### src/sv/psp_pkg.sv
// psp_pkg: shared types, constants and digit helpers for the phantom rtc serial port
// used by the codec and the top level; depends on nothing
`timescale 1ns / 1ps
`default_nettype none

package psp_pkg;

  localparam logic [63:0] UNLOCK_PATTERN = 64'h5CA3_3AC5_5CA3_3AC5;
  localparam logic [7:0]  FRAME_LAST_BIT = 8'd63;
  localparam logic [6:0]  YEAR_WRAP      = 7'd100;
  localparam logic [4:0]  HALF_DAY       = 5'd12;
  localparam logic [3:0]  YEAR_BIAS      = 4'd10;

  typedef enum logic [1:0] {
    CMD_BIT0     = 2'd0,
    CMD_BIT1     = 2'd1,
    CMD_TALKBACK = 2'd2,
    CMD_OTHER    = 2'd3
  } cmd_e;

  typedef struct packed {
    logic [6:0] year;
    logic [3:0] month;
    logic [4:0] day;
    logic [2:0] weekday;
    logic [4:0] hour;
    logic [5:0] minute;
    logic [5:0] second;
    logic [6:0] hundredths;
  } cur_time_t;

  typedef struct packed {
    logic       twelve_hour;
    logic [7:0] year;
    logic [7:0] month;
    logic [7:0] day;
    logic [3:0] weekday;
    logic [5:0] hour;
    logic [7:0] minute;
    logic [7:0] second;
    logic [7:0] hundredths;
  } set_time_t;

  // quotient by ten through a reciprocal, exact for values below 160
  function automatic logic [3:0] div10(input logic [7:0] v);
    logic [15:0] p;
    p = {8'd0, v} * 16'd205;
    return p[14:11];
  endfunction

  function automatic logic [3:0] mod10(input logic [7:0] v);
    logic [7:0] q10;
    q10 = {4'd0, div10(v)} * 8'd10;
    return 4'(v - q10);
  endfunction

  function automatic logic [7:0] bcd_join(input logic [3:0] tens, input logic [3:0] ones);
    return {4'd0, ones} + {4'd0, tens} * 8'd10;
  endfunction

endpackage

`default_nettype wire

### src/sv/psp_if.sv
// psp_in_if / psp_out_if: valid-ready channels for access words and result words
// depends on nothing
`timescale 1ns / 1ps
`default_nettype none

interface psp_in_if;
  logic       valid;
  logic       ready;
  logic [1:0] cmd;
  logic [6:0] cur_year;
  logic [3:0] cur_month;
  logic [4:0] cur_day;
  logic [2:0] cur_weekday;
  logic [4:0] cur_hour;
  logic [5:0] cur_minute;
  logic [5:0] cur_second;
  logic [6:0] cur_hundredths;

  modport source (output valid, cmd, cur_year, cur_month, cur_day, cur_weekday,
                  cur_hour, cur_minute, cur_second, cur_hundredths, input ready);
  modport sink   (input valid, cmd, cur_year, cur_month, cur_day, cur_weekday,
                  cur_hour, cur_minute, cur_second, cur_hundredths, output ready);
endinterface

interface psp_out_if;
  logic       valid;
  logic       ready;
  logic       read_bit;
  logic       time_set_valid;
  logic [7:0] set_year;
  logic [7:0] set_month;
  logic [7:0] set_day;
  logic [3:0] set_weekday;
  logic [5:0] set_hour;
  logic [7:0] set_minute;
  logic [7:0] set_second;
  logic [7:0] set_hundredths;

  modport source (output valid, read_bit, time_set_valid, set_year, set_month, set_day,
                  set_weekday, set_hour, set_minute, set_second, set_hundredths,
                  input ready);
  modport sink   (input valid, read_bit, time_set_valid, set_year, set_month, set_day,
                  set_weekday, set_hour, set_minute, set_second, set_hundredths,
                  output ready);
endinterface

`default_nettype wire

### src/sv/phantom_rtc_serial_port.sv
// phantom_rtc_serial_port: serial rtc port with unlock pattern, talkback and frame decode
// depends on psp_pkg, psp_if and psp_frame_codec
//
//   channel   direction  kind          content
//   req_i     in         valid/ready   one bus access word: cmd plus current time
//   rsp_o     out        valid/ready   one result word per access word
//   cfg_*     in         write strobe  write_enable register
//
// the shift, the pattern compare and the bcd pack or decode are combinational and
// all sit between the state registers and the result register
// a new word is taken every cycle while the result register is empty or drained
// rsp_o stalling holds the result register and pauses req_i until it drains
// asynchronous active-low reset clears all control state and the result valid, not the result payload
`timescale 1ns / 1ps
`default_nettype none

module phantom_rtc_serial_port (
  input  logic   clk_i,
  input  logic   rst_ni,
  psp_in_if.sink    req_i,
  psp_out_if.source rsp_o,
  input  logic   cfg_we_i,
  input  logic   cfg_wdata_i
);
  import psp_pkg::*;

  logic [63:0] shift_in_q, shift_in_d;
  logic [63:0] shift_out_q, shift_out_d;
  logic [7:0]  bit_count_q, bit_count_d;
  logic        unlocked_q, unlocked_d;
  logic        twelve_hour_q, twelve_hour_d;
  logic        write_enable_q;

  logic        rsp_valid_q, rsp_valid_d;
  logic        read_bit_q, read_bit_d;
  logic        set_flag_q, set_flag_d;
  set_time_t   set_q, set_d;

  logic        accept;
  logic [63:0] shift_new;
  logic        decode;
  cur_time_t   cur;
  logic [63:0] packed_frame;
  set_time_t   dec;
  cmd_e        cmd;

  // result register empties or drains this cycle: room for the next word
  assign req_i.ready = !rsp_valid_q || rsp_o.ready;
  assign accept      = req_i.valid && req_i.ready;
  assign cmd         = cmd_e'(req_i.cmd);

  assign cur = '{year: req_i.cur_year, month: req_i.cur_month, day: req_i.cur_day,
                 weekday: req_i.cur_weekday, hour: req_i.cur_hour,
                 minute: req_i.cur_minute, second: req_i.cur_second,
                 hundredths: req_i.cur_hundredths};

  // bit stream enters at the top, lsb first
  assign shift_new = {req_i.cmd[0], shift_in_q[63:1]};
  assign decode    = unlocked_q && (bit_count_q == 8'd0);

  // the unlock compare is gated off on a decode, so a decode access never unlocks
  // and the pack may use the stored hour mode; a decode leaves a nibble in shift_in
  psp_frame_codec u_codec (
    .cur_i         (cur),
    .twelve_hour_i (twelve_hour_q),
    .frame_i       (shift_new),
    .frame_o       (packed_frame),
    .set_o         (dec)
  );

  always_comb begin
    shift_in_d    = shift_in_q;
    shift_out_d   = shift_out_q;
    bit_count_d   = bit_count_q;
    unlocked_d    = unlocked_q;
    twelve_hour_d = twelve_hour_q;
    rsp_valid_d   = rsp_valid_q && !rsp_o.ready;
    read_bit_d    = read_bit_q;
    set_flag_d    = set_flag_q;
    set_d         = set_q;
    if (accept) begin
      rsp_valid_d = 1'b1;
      read_bit_d  = 1'b0;
      set_flag_d  = 1'b0;
      set_d       = '0;
      unique case (cmd)
        CMD_BIT0, CMD_BIT1: begin
          shift_in_d = shift_new;
          if (unlocked_q) begin
            if (decode) begin
              // frame complete: report the written time, keep the top nibble
              twelve_hour_d = dec.twelve_hour;
              set_flag_d    = write_enable_q;
              set_d         = dec;
              shift_in_d    = {60'd0, shift_new[63:60]};
              unlocked_d    = 1'b0;
            end
            bit_count_d = bit_count_q - 8'd1;
          end
          if (!decode && shift_new == UNLOCK_PATTERN) begin
            shift_out_d = packed_frame;
            shift_in_d  = '0;
            bit_count_d = FRAME_LAST_BIT;
            unlocked_d  = 1'b1;
          end
        end
        CMD_TALKBACK: begin
          read_bit_d = shift_out_q[0];
          if (bit_count_q != 8'd0) begin
            shift_out_d = {1'b0, shift_out_q[63:1]};
            bit_count_d = bit_count_q - 8'd1;
          end else begin
            unlocked_d = 1'b0;
          end
        end
        CMD_OTHER: begin
        end
        default: begin
        end
      endcase
    end
  end

  always_ff @(posedge clk_i or negedge rst_ni) begin
    if (!rst_ni) begin
      shift_in_q     <= '0;
      shift_out_q    <= '0;
      bit_count_q    <= '0;
      unlocked_q     <= 1'b0;
      twelve_hour_q  <= 1'b0;
      write_enable_q <= 1'b0;
      rsp_valid_q    <= 1'b0;
    end else begin
      shift_in_q    <= shift_in_d;
      shift_out_q   <= shift_out_d;
      bit_count_q   <= bit_count_d;
      unlocked_q    <= unlocked_d;
      twelve_hour_q <= twelve_hour_d;
      rsp_valid_q   <= rsp_valid_d;
      if (cfg_we_i) begin
        write_enable_q <= cfg_wdata_i;
      end
    end
  end

  // result payload, no reset needed
  always_ff @(posedge clk_i) begin
    read_bit_q <= read_bit_d;
    set_flag_q <= set_flag_d;
    set_q      <= set_d;
  end

  assign rsp_o.valid          = rsp_valid_q;
  assign rsp_o.read_bit       = read_bit_q;
  assign rsp_o.time_set_valid = set_flag_q;
  assign rsp_o.set_year       = set_q.year;
  assign rsp_o.set_month      = set_q.month;
  assign rsp_o.set_day        = set_q.day;
  assign rsp_o.set_weekday    = set_q.weekday;
  assign rsp_o.set_hour       = set_q.hour;
  assign rsp_o.set_minute     = set_q.minute;
  assign rsp_o.set_second     = set_q.second;
  assign rsp_o.set_hundredths = set_q.hundredths;

endmodule

`default_nettype wire

### src/sv/psp_frame_codec.sv
// psp_frame_codec: packs the current time into a bcd frame and decodes a written frame
// depends on psp_pkg
`timescale 1ns / 1ps
`default_nettype none

module psp_frame_codec (
  input  psp_pkg::cur_time_t cur_i,
  input  logic               twelve_hour_i,
  input  logic [63:0]        frame_i,
  output logic [63:0]        frame_o,
  output psp_pkg::set_time_t set_o
);
  import psp_pkg::*;

  logic [6:0] year_m;
  logic [4:0] hour_p;
  logic       pm;
  logic [3:0] hour_tens;
  logic [3:0] nib [16];
  logic [3:0] ctl;
  logic [5:0] hour_d;

  // pack
  always_comb begin
    year_m = (cur_i.year >= YEAR_WRAP) ? cur_i.year - YEAR_WRAP : cur_i.year;
    hour_p = cur_i.hour;
    pm     = 1'b0;
    if (twelve_hour_i && cur_i.hour > HALF_DAY) begin
      hour_p = cur_i.hour - HALF_DAY;
      pm     = 1'b1;
    end
    hour_tens = div10({3'd0, hour_p});
    frame_o = {div10({1'b0, year_m}) + YEAR_BIAS, mod10({1'b0, year_m}),
               div10({4'd0, cur_i.month}), mod10({4'd0, cur_i.month}),
               div10({3'd0, cur_i.day}), mod10({3'd0, cur_i.day}),
               4'd0, {1'b0, cur_i.weekday},
               {2'b00, hour_tens[1] | pm, hour_tens[0]}, mod10({3'd0, hour_p}),
               div10({2'd0, cur_i.minute}), mod10({2'd0, cur_i.minute}),
               div10({2'd0, cur_i.second}), mod10({2'd0, cur_i.second}),
               div10({1'b0, cur_i.hundredths}), mod10({1'b0, cur_i.hundredths})};
  end

  // decode
  always_comb begin
    for (int k = 0; k < 16; k++) begin
      nib[k] = frame_i[4*k +: 4];
    end
    ctl = nib[7];
    if (ctl[3]) begin
      hour_d = {2'd0, nib[6]} + (ctl[0] ? 6'd10 : 6'd0) + (ctl[1] ? 6'd12 : 6'd0);
    end else begin
      hour_d = {2'd0, nib[6]} + {4'd0, ctl[1:0]} * 6'd10;
    end
    set_o.twelve_hour = ctl[3];
    set_o.year        = bcd_join(nib[15], nib[14]);
    set_o.month       = bcd_join(nib[13], nib[12]);
    set_o.day         = bcd_join(nib[11], nib[10]);
    set_o.weekday     = nib[8];
    set_o.hour        = hour_d;
    set_o.minute      = bcd_join(nib[5], nib[4]);
    set_o.second      = bcd_join(nib[3], nib[2]);
    set_o.hundredths  = bcd_join(nib[1], nib[0]);
  end

endmodule

`default_nettype wire

### src/flat_wrapper.sv
// flat-port wrapper written by rule: the top's interface ports become plain ports
module phantom_rtc_serial_port_flat import psp_pkg::*;
  (clk_i, rst_ni, cfg_we_i, cfg_wdata_i, req_i_valid, req_i_cmd, req_i_cur_year, req_i_cur_month, req_i_cur_day, req_i_cur_weekday, req_i_cur_hour, req_i_cur_minute, req_i_cur_second, req_i_cur_hundredths, req_i_ready, rsp_o_valid, rsp_o_read_bit, rsp_o_time_set_valid, rsp_o_set_year, rsp_o_set_month, rsp_o_set_day, rsp_o_set_weekday, rsp_o_set_hour, rsp_o_set_minute, rsp_o_set_second, rsp_o_set_hundredths, rsp_o_ready);
  psp_in_if req_i_i ();
  psp_out_if rsp_o_i ();
  input  logic clk_i;
  input  logic rst_ni;
  input  logic cfg_we_i;
  input  logic cfg_wdata_i;
  input wire logic [$bits(req_i_i.valid)-1:0] req_i_valid;
  input wire logic [$bits(req_i_i.cmd)-1:0] req_i_cmd;
  input wire logic [$bits(req_i_i.cur_year)-1:0] req_i_cur_year;
  input wire logic [$bits(req_i_i.cur_month)-1:0] req_i_cur_month;
  input wire logic [$bits(req_i_i.cur_day)-1:0] req_i_cur_day;
  input wire logic [$bits(req_i_i.cur_weekday)-1:0] req_i_cur_weekday;
  input wire logic [$bits(req_i_i.cur_hour)-1:0] req_i_cur_hour;
  input wire logic [$bits(req_i_i.cur_minute)-1:0] req_i_cur_minute;
  input wire logic [$bits(req_i_i.cur_second)-1:0] req_i_cur_second;
  input wire logic [$bits(req_i_i.cur_hundredths)-1:0] req_i_cur_hundredths;
  output wire logic [$bits(req_i_i.ready)-1:0] req_i_ready;
  output wire logic [$bits(rsp_o_i.valid)-1:0] rsp_o_valid;
  output wire logic [$bits(rsp_o_i.read_bit)-1:0] rsp_o_read_bit;
  output wire logic [$bits(rsp_o_i.time_set_valid)-1:0] rsp_o_time_set_valid;
  output wire logic [$bits(rsp_o_i.set_year)-1:0] rsp_o_set_year;
  output wire logic [$bits(rsp_o_i.set_month)-1:0] rsp_o_set_month;
  output wire logic [$bits(rsp_o_i.set_day)-1:0] rsp_o_set_day;
  output wire logic [$bits(rsp_o_i.set_weekday)-1:0] rsp_o_set_weekday;
  output wire logic [$bits(rsp_o_i.set_hour)-1:0] rsp_o_set_hour;
  output wire logic [$bits(rsp_o_i.set_minute)-1:0] rsp_o_set_minute;
  output wire logic [$bits(rsp_o_i.set_second)-1:0] rsp_o_set_second;
  output wire logic [$bits(rsp_o_i.set_hundredths)-1:0] rsp_o_set_hundredths;
  input wire logic [$bits(rsp_o_i.ready)-1:0] rsp_o_ready;
  assign req_i_i.valid = req_i_valid;
  assign req_i_i.cmd = req_i_cmd;
  assign req_i_i.cur_year = req_i_cur_year;
  assign req_i_i.cur_month = req_i_cur_month;
  assign req_i_i.cur_day = req_i_cur_day;
  assign req_i_i.cur_weekday = req_i_cur_weekday;
  assign req_i_i.cur_hour = req_i_cur_hour;
  assign req_i_i.cur_minute = req_i_cur_minute;
  assign req_i_i.cur_second = req_i_cur_second;
  assign req_i_i.cur_hundredths = req_i_cur_hundredths;
  assign req_i_ready = req_i_i.ready;
  assign rsp_o_valid = rsp_o_i.valid;
  assign rsp_o_read_bit = rsp_o_i.read_bit;
  assign rsp_o_time_set_valid = rsp_o_i.time_set_valid;
  assign rsp_o_set_year = rsp_o_i.set_year;
  assign rsp_o_set_month = rsp_o_i.set_month;
  assign rsp_o_set_day = rsp_o_i.set_day;
  assign rsp_o_set_weekday = rsp_o_i.set_weekday;
  assign rsp_o_set_hour = rsp_o_i.set_hour;
  assign rsp_o_set_minute = rsp_o_i.set_minute;
  assign rsp_o_set_second = rsp_o_i.set_second;
  assign rsp_o_set_hundredths = rsp_o_i.set_hundredths;
  assign rsp_o_i.ready = rsp_o_ready;
  phantom_rtc_serial_port u_core (.clk_i(clk_i), .rst_ni(rst_ni), .req_i(req_i_i), .rsp_o(rsp_o_i), .cfg_we_i(cfg_we_i), .cfg_wdata_i(cfg_wdata_i));
endmodule
### config.mk
export PLATFORM = sky130hd
export DESIGN_NAME = phantom_rtc_serial_port_flat
export DESIGN_NICKNAME = d
export VERILOG_FILES = /design/src/sv/psp_pkg.sv /design/src/sv/psp_if.sv /design/src/sv/phantom_rtc_serial_port.sv /design/src/sv/psp_frame_codec.sv /design/src/flat_wrapper.sv
export SDC_FILE = /design/constraint.sdc
export NUM_CORES = 1
export LEC_CHECK = 0
export BUFFER_PORTS_ARGS = -buffer_cell sky130_fd_sc_hd__buf_2
export CAP_MARGIN = 0
export CORE_MARGIN = 2
export CORE_UTILIZATION = 40
export CTS_CLUSTER_DIAMETER = 30
export DETAILED_ROUTE_END_ITERATION = 16
export PLACE_DENSITY = 0.66
export SKIP_CTS_REPAIR_TIMING = 1
export SYNTH_ARGS = -nofsm -noshare
export SYNTH_HDL_FRONTEND = slang
export SYNTH_SLANG_ARGS = --single-unit
### constraint.sdc
create_clock -name clk_i -period 7.5 [get_ports clk_i]
set_input_delay 1.5 -clock clk_i [delete_from_list [all_inputs] [get_ports clk_i]]
set_output_delay 1.5 -clock clk_i [all_outputs]
set_load 0.01 [all_outputs]
; ---- Word level (Yosys, flattened, before mapping)
; Index checks and enable logic that the tools add are counted.
[totals]
output_inout_bits = 62
latch_bits = 0
romBits = 0
ff_bits = 200
ramBits = 0
in_bits = 51
word_cells = 110
mem_count = 0
[classes]
n_bitwise = 1
n_mux = 22
shifts = 0
order_cmp = 2
add_sub_neg = 20
reduce_logical = 20
n_eq_ne = 7
n_mul = 21
div_mod_pow = 0
[ops]
columns = op, count
row1 = $mux 64, 5
row2 = $pmux 64 s2, 1
row3 = $eq 64x63->1 const B, 1
row4 = $add 4x8->8, 6
row5 = $mul 4x3->7 const B, 6
row6 = $mul 7x8->15 const B, 2
row7 = $mul 6x8->14 const B, 2
row8 = $sub 4x4->4, 7
row9 = $mul 5x8->13 const B, 2
row10 = $mux 8, 3
row11 = $pmux 8 s2, 1
row12 = $mul 4x8->12 const B, 1
row13 = $reduce_and 4->1, 3
row14 = $logic_not 8->1, 1
row15 = $mul 4x3->3 const B, 2
row16 = $mux 4, 2
row17 = $reduce_bool 8->1, 1
row18 = $sub 8x1->8 const B, 1
row19 = $ge 7x7->1 const B, 1
row20 = $mux 7, 1
row21 = $sub 7x7->7 const B, 1
row22 = $add 4x6->6, 1
row23 = $add 5x4->6, 1
row24 = $mul 2x3->3 const B, 2
row25 = other kinds (25), 39

; ---- Longest topological paths before layout
[depth]
ltp_word = 8
mapped_depth = 27
depth_no_buf = 27

; ---- Hierarchy
; From an unflattened synthesis, not the netlist that was laid out.
[unflattened]
cells_unflattened = 1421
area_unflattened_um2 = 15543.7
[modules_own_cells]
columns = module, area_per_inst_um2, n_inst, seq_area_each_um2, cells_each
row1 = phantom_rtc_serial_port, 8649.5, 1, 5280.1, 652
row2 = psp_frame_codec, 6894.1, 1, 0.0, 769

; ---- Worst setup path before layout
; Ideal clock, no wire load.
[synth_timing]
path_type = input -> register
from = in req_i_cur_year[4]
to = reg u_core.shift_out_q[59]
required_ns = 7.431
setup_time_ns = 0.069
cell_stages = 24
path_slack_ns = 0.571
n_path_buf = 0
arrival_time_ns = 6.860
cell_sequence = or3_1 -> or2_2 -> nand4_1 -> xor2_1 -> inv_1 -> ha_1 -> ha_1 -> fa_1 -> inv_1 -> fa_1 -> inv_1 -> ha_1 -> nand2_1 -> or3_1 -> o21ai_0 -> o21ai_0 -> nand2_1 -> xor2_1 -> xnor2_1 -> ha_1 -> nor3_1 -> xor2_1 -> or4_1 -> nand3_1
[synth_between]
elab_chain_cells = 7
word_cells_on_any_way = 8
classes_between = add/sub (2) / mul (2) / order compare (1) / mux (3)
[synth_lines]
columns = item, line
row1 = from (decl), flat_wrapper.sv:12  ; input wire logic [$bits(req_i_i.cur_year)-1:0] req_i_cur_year;
row2 = $sub 7x7->7 or $ge 7x7->1 (tied branches), psp_frame_codec.sv:25  ; year_m = (cur_i.year >= YEAR_WRAP) ? cur_i.year - YEAR_WRAP : cur_i.year;
row3 = $mux 7 *, psp_frame_codec.sv:25
row4 = $mul 7x8->15, psp_pkg.sv:47  ; p = {8'd0, v} * 16'd205;
row5 = $mul 4x3->3, psp_pkg.sv:53  ; q10 = {4'd0, div10(v)} * 8'd10;
row6 = $sub 4x4->4 *, psp_pkg.sv:54  ; return 4'(v - q10);
row7 = $mux 64 *, phantom_rtc_serial_port.sv:100  ; if (!decode && shift_new == UNLOCK_PATTERN) begin
row8 = $pmux 64 s2 *, phantom_rtc_serial_port.sv:86  ; unique case (cmd)
row9 = to (signal assigned), phantom_rtc_serial_port.sv:135  ; shift_out_q <= shift_out_d;
row10 = to (decl), phantom_rtc_serial_port.sv:28  ; logic [63:0] shift_out_q, shift_out_d;
; Mark *: on every way between the ends. The rest lies on a longest branch, timed or not. The select of a mux whose other input is x is not followed.
; A chain may end at the register's enable or synchronous reset.

; ---- Final worst setup path
; Ends and elaborated chain as after synthesis.

==> summary.md <==
| Metric | Value |
|---|---|
| Outcome | completed |
| Slew @ Worst Pin | a little over 0.9 ns |
| Number of enable flip-flop cells after synthesis | 60 |
| Top Family by Delay on Critical Path | adder cells |
| Hold Crit Start | u_core.shift_out_q[37] |
| Detailed placement HPWL | 21800 um |
| Die Y-Extent | about 200 um |
| Via density per instance | ~5.1 |
| Unrepaired setup endpoints after global routing | no |
| Die Width | slightly below 200 um |
| Mux contribution to synthesized area | 1.52% |
| Initial antenna violation count | 2 |
| DRC marker count from the first detailed-route iteration | 503 |
| Post-Syn Area per Cell | approximately 10 sq um |
| TritonCTS clock tree | yes |
| Layout cell share with drive strength beyond 1 | 11.7% |
| Post-synthesis cell area | between 10000 and 15000 sq um |
| Wire length per cell after detailed routing | between 10 and 15 um |
| Core region area | between 30000 and 40000 sq um |
| Proportion of register bits with asynchronous set or reset after synthesis | roughly 70% |
| Commonest cells in the synthesized netlist | 227 x sky130_fd_sc_hd__ha_1, 161 x sky130_fd_sc_hd__nand2_1, 139 x sky130_fd_sc_hd__dfrtp_1 |
| Type of the worst setup path | primary input to flop |
| Portion of the clock cycle consumed by the worst path in the final layout | between 90% and 100% |
| Final-report setup violation count | 0 |
| Number of cells traversed by the worst register-to-register path | 21 |
| Die Outline Area | roughly 38000 sq um |
| CTS root buffer | sky130_fd_sc_hd__clkbuf_16 |
| F_max | approximately 150 MHz |
| Bufs and invs on worst path | 4 |
| P per Cell Area | around 220 nW/um^2 |
| Top-count cell post-synth | sky130_fd_sc_hd__ha_1 |
| Share of the core filled with cells | 44.9% |
| Port-buffer cells | around 110 |
| Most prevalent standard cell on the critical path | sky130_fd_sc_hd__ha_1 |
| Critical R2R Launch | u_core.twelve_hour_q |
| Arrival time at the worst endpoint | between 7 and 8 ns |
| Share of Yosys cell area claimed by the top area cell type | approximately a quarter |
| Number of standard cells after synthesis | about 1500 |
| Total overflow reported by the global router | 0 |
| Remaining DRCs | 0 |
| Gpl congestion | about 0.85 |
| Critical path's largest stage delay | roughly 0.52 ns |
| Combinational family with the most area after synthesis | adder cells |
| Number of nets still failing antenna checks after routing | 0 |
| Number of global-route vias before repair | about 11000 |
| Compound-cell area share of the yosys netlist | roughly 12% |
| Most common flop cell mapped by yosys | sky130_fd_sc_hd__dfrtp_1 |
| Yosys warnings | 0 |
| H-tree Lvls | 4 |
| Clock tree sinks | between 150 and 200 |
| Register bit count reported by yosys | slightly below 200 |
| Simple-gate share of the synthesized area | ~14% |
| Clock tree skew after final layout | roughly 0.0091 ns |
| Vias after detailed routing | about 10000 |
| Crit-path max FO | 5 |
| Share of synthesized area occupied by flip-flops and latches | 35.9% |
| Final period demand of the worst path | 6.86 ns |
| Dominant cell type by area after synthesis | sky130_fd_sc_hd__dfrtp_1 |
| Accumulated negative setup slack | 0 ns |
| Starting density of the core | roughly 40% |
| Total number of nets in the final design | 1883 |
| Terminating pin of the worst hold path | u_core.shift_out_q[37] |
| Cell leakage power | around 8.2 nW |
| Maximum number of pins on one net before global-route repair | 89 |
| All-Layer GR Usage | 16.1% |
| XOR/XNOR Fraction of Synth Area | around 4.5% |
| Post-detailed-routing wire length | a little under 30000 um |
| Total count of hold-check failures in the final report | 0 |
| TritonCTS Buffers | 17 |
| I/O Pins | between 100 and 150 |
| Number of maximum-capacitance constraint violations | 0 |
| Clock Tree Buf Depth | 2 |
| Layout Area Growth over Synthesis | 11.2% |
| Required time of the critical path | ~8 ns |
| Register-to-register setup slack | ~2.4 ns |
| Wire length of the first global-routing pass | 51700 um |
| Worst reg2reg endpoint | u_core.shift_out_q[27] |
| Type of element launching the critical path | primary input |
| Post-synth net total | 1792 |
| Capturing element type of the critical path | flop |
| Clock latency at the later pin of the worst-skew pair | 0.43 ns |
| Hold depth | 2 |
| Path class of the lowest-slack min-delay path | flop to flop |
| Post-synthesis cell type count | 68 |
| Biggest area contributors in the synthesized netlist | sky130_fd_sc_hd__dfrtp_1 24%, sky130_fd_sc_hd__ha_1 19%, sky130_fd_sc_hd__edfxtp_1 12%, sky130_fd_sc_hd__fa_1 7.1%, sky130_fd_sc_hd__nand2_1 4.1% |
| Slowest library cell on the worst path | sky130_fd_sc_hd__fa_1 |
| # rows | 70 |
| Clk slew on worst S/H paths | about 0.070 ns |
| Peak supply drop | 0.130 mV |
| Normalized max-slew margin | between 30% and 40% |
| First-pass detailed-route iteration total | 5 |
| Adder and majority gate portion of the synthesized area | 26.4% |
| Final Max Tran Viols | 0 |
[power by group]
part	total (mW)	internal [mW]	switching, mW
registers	1.50	1.32	0.180
logic	1.22	0.576	0.643
clock network	0.920	0.512	0.408
total	3.63	2.40	1.23
[layer usage]
| metal | global-route usage, % | share of wire [%] | up-vias |
|---|---|---|---|
| li1 | - | - | 5286 |
| met1 | 21.6 | 49 | 4993 |
| met2 | 27.7 | 47 | 145 |
| met3 | 2.41 | 2.9 | 24 |
| met4 | 3.34 | 1.1 | 0 |
| met5 | 0 | 0 | - |
[metrics by stage]
step           cells  worst slack (ns)  area (sq um)  hold slack, ns  power, mW
3_3_place_gp    2002             0.441         15800           0.449       2.69
5_1_grt         2033             0.252         16300           0.495       3.94
3_5_place_dp    2002             0.298         15800           0.460       2.74
2_1_floorplan   1462             0.571         14700           0.433       2.41
6_report        2035             0.636         16300           0.475       3.63
4_1_cts         2033             0.731         16300           0.476       3.68
[worst register-to-register path: cells and delay by family, from the launching register on]
kind,cells,cell delay (ns)
xor gates and xnor gates,3,0.59
and+or+nand+nor,1,0.13
DFF,1,0.43
adders and majority gates,6,1.76
AOI/OAI and AO/OA,7,1.52
buffers and inverters,3,0.27
muxes,1,0.34
[placed cells by master (no fill, tap or decap), types with 7 or more instances in the layout]
cell type	instances
sky130_fd_sc_hd__a211oi_1	8
sky130_fd_sc_hd__a21o_1	19
sky130_fd_sc_hd__a21oi_1	45
sky130_fd_sc_hd__a22o_1	46
sky130_fd_sc_hd__a22oi_1	7
sky130_fd_sc_hd__a31oi_1	24
sky130_fd_sc_hd__and2_1	24
sky130_fd_sc_hd__buf_2	111
sky130_fd_sc_hd__buf_4	13
sky130_fd_sc_hd__clkbuf_16	17
sky130_fd_sc_hd__dfrtp_1	139
sky130_fd_sc_hd__edfxtp_1	60
sky130_fd_sc_hd__fa_1	52
sky130_fd_sc_hd__ha_1	227
sky130_fd_sc_hd__inv_1	137
sky130_fd_sc_hd__mux2i_1	19
sky130_fd_sc_hd__nand2_1	161
sky130_fd_sc_hd__nand2b_1	14
sky130_fd_sc_hd__nand3_1	35
sky130_fd_sc_hd__nand4_1	12
sky130_fd_sc_hd__nor2_1	97
sky130_fd_sc_hd__nor2b_1	15
sky130_fd_sc_hd__nor3_1	19
sky130_fd_sc_hd__o211ai_1	10
sky130_fd_sc_hd__o21ai_0	66
sky130_fd_sc_hd__o21bai_1	7
sky130_fd_sc_hd__or2_2	8
sky130_fd_sc_hd__or3_1	8
sky130_fd_sc_hd__xnor2_1	24
sky130_fd_sc_hd__xor2_1	39
[worst max path at each step]
stage	from	end	cells after the start
global route	req_i_cur_year[4]	u_core.shift_out_q[59]	26
detailed placement	req_i_cur_year[4]	u_core.shift_out_q[59]	25
finish	req_i_cur_year[4]	u_core.shift_out_q[59]	25
CTS	req_i_cur_year[4]	u_core.shift_out_q[59]	25
floorplan	req_i_cur_year[4]	u_core.shift_out_q[59]	24
global placement	req_i_cur_year[4]	u_core.shift_out_q[59]	25
[flip-flops by register name, indices dropped and copies added, names as in the netlist]
name / count
u_core.rsp_o.set_hundredths: 8
u_core.twelve_hour_q: 1
u_core.rsp_o.set_year: 8
u_core.rsp_o.set_hour: 6
u_core.rsp_o.set_month: 8
u_core.rsp_o.read_bit: 1
u_core.rsp_o.set_second: 8
u_core.rsp_o.set_minute: 8
u_core.rsp_o.time_set_valid: 1
u_core.shift_in_q: 63
u_core.rsp_o.set_weekday: 4
u_core.rsp_o.set_day: 8
u_core.bit_count_q: 8
u_core.write_enable_q: 1
u_core.rsp_o.valid: 1
u_core.shift_out_q: 64
u_core.unlocked_q: 1
[cell families after synthesis]
family	after synthesis
adder cells (fa/ha/maj)	279
AO/OA/AOI/OAI	264
XOR/XNOR	68
flip-flops	199
multiplexers	22
buffers and inverters	191
AND/OR/NAND/NOR	439
[area by class of cell]
cell class,instances,area [sq um]
Fill cell,3433,20100
Antenna cell,2,5.00
Timing Repair Buffer,125,664
Sequential cell,199,5280
Clock inverter,10,123
Multi-Input combinational cell,1072,8710
Tap cell,468,586
Clock buffer,21,462
Inverter,138,518
Note: power is estimated with default switching activity, not from simulation.
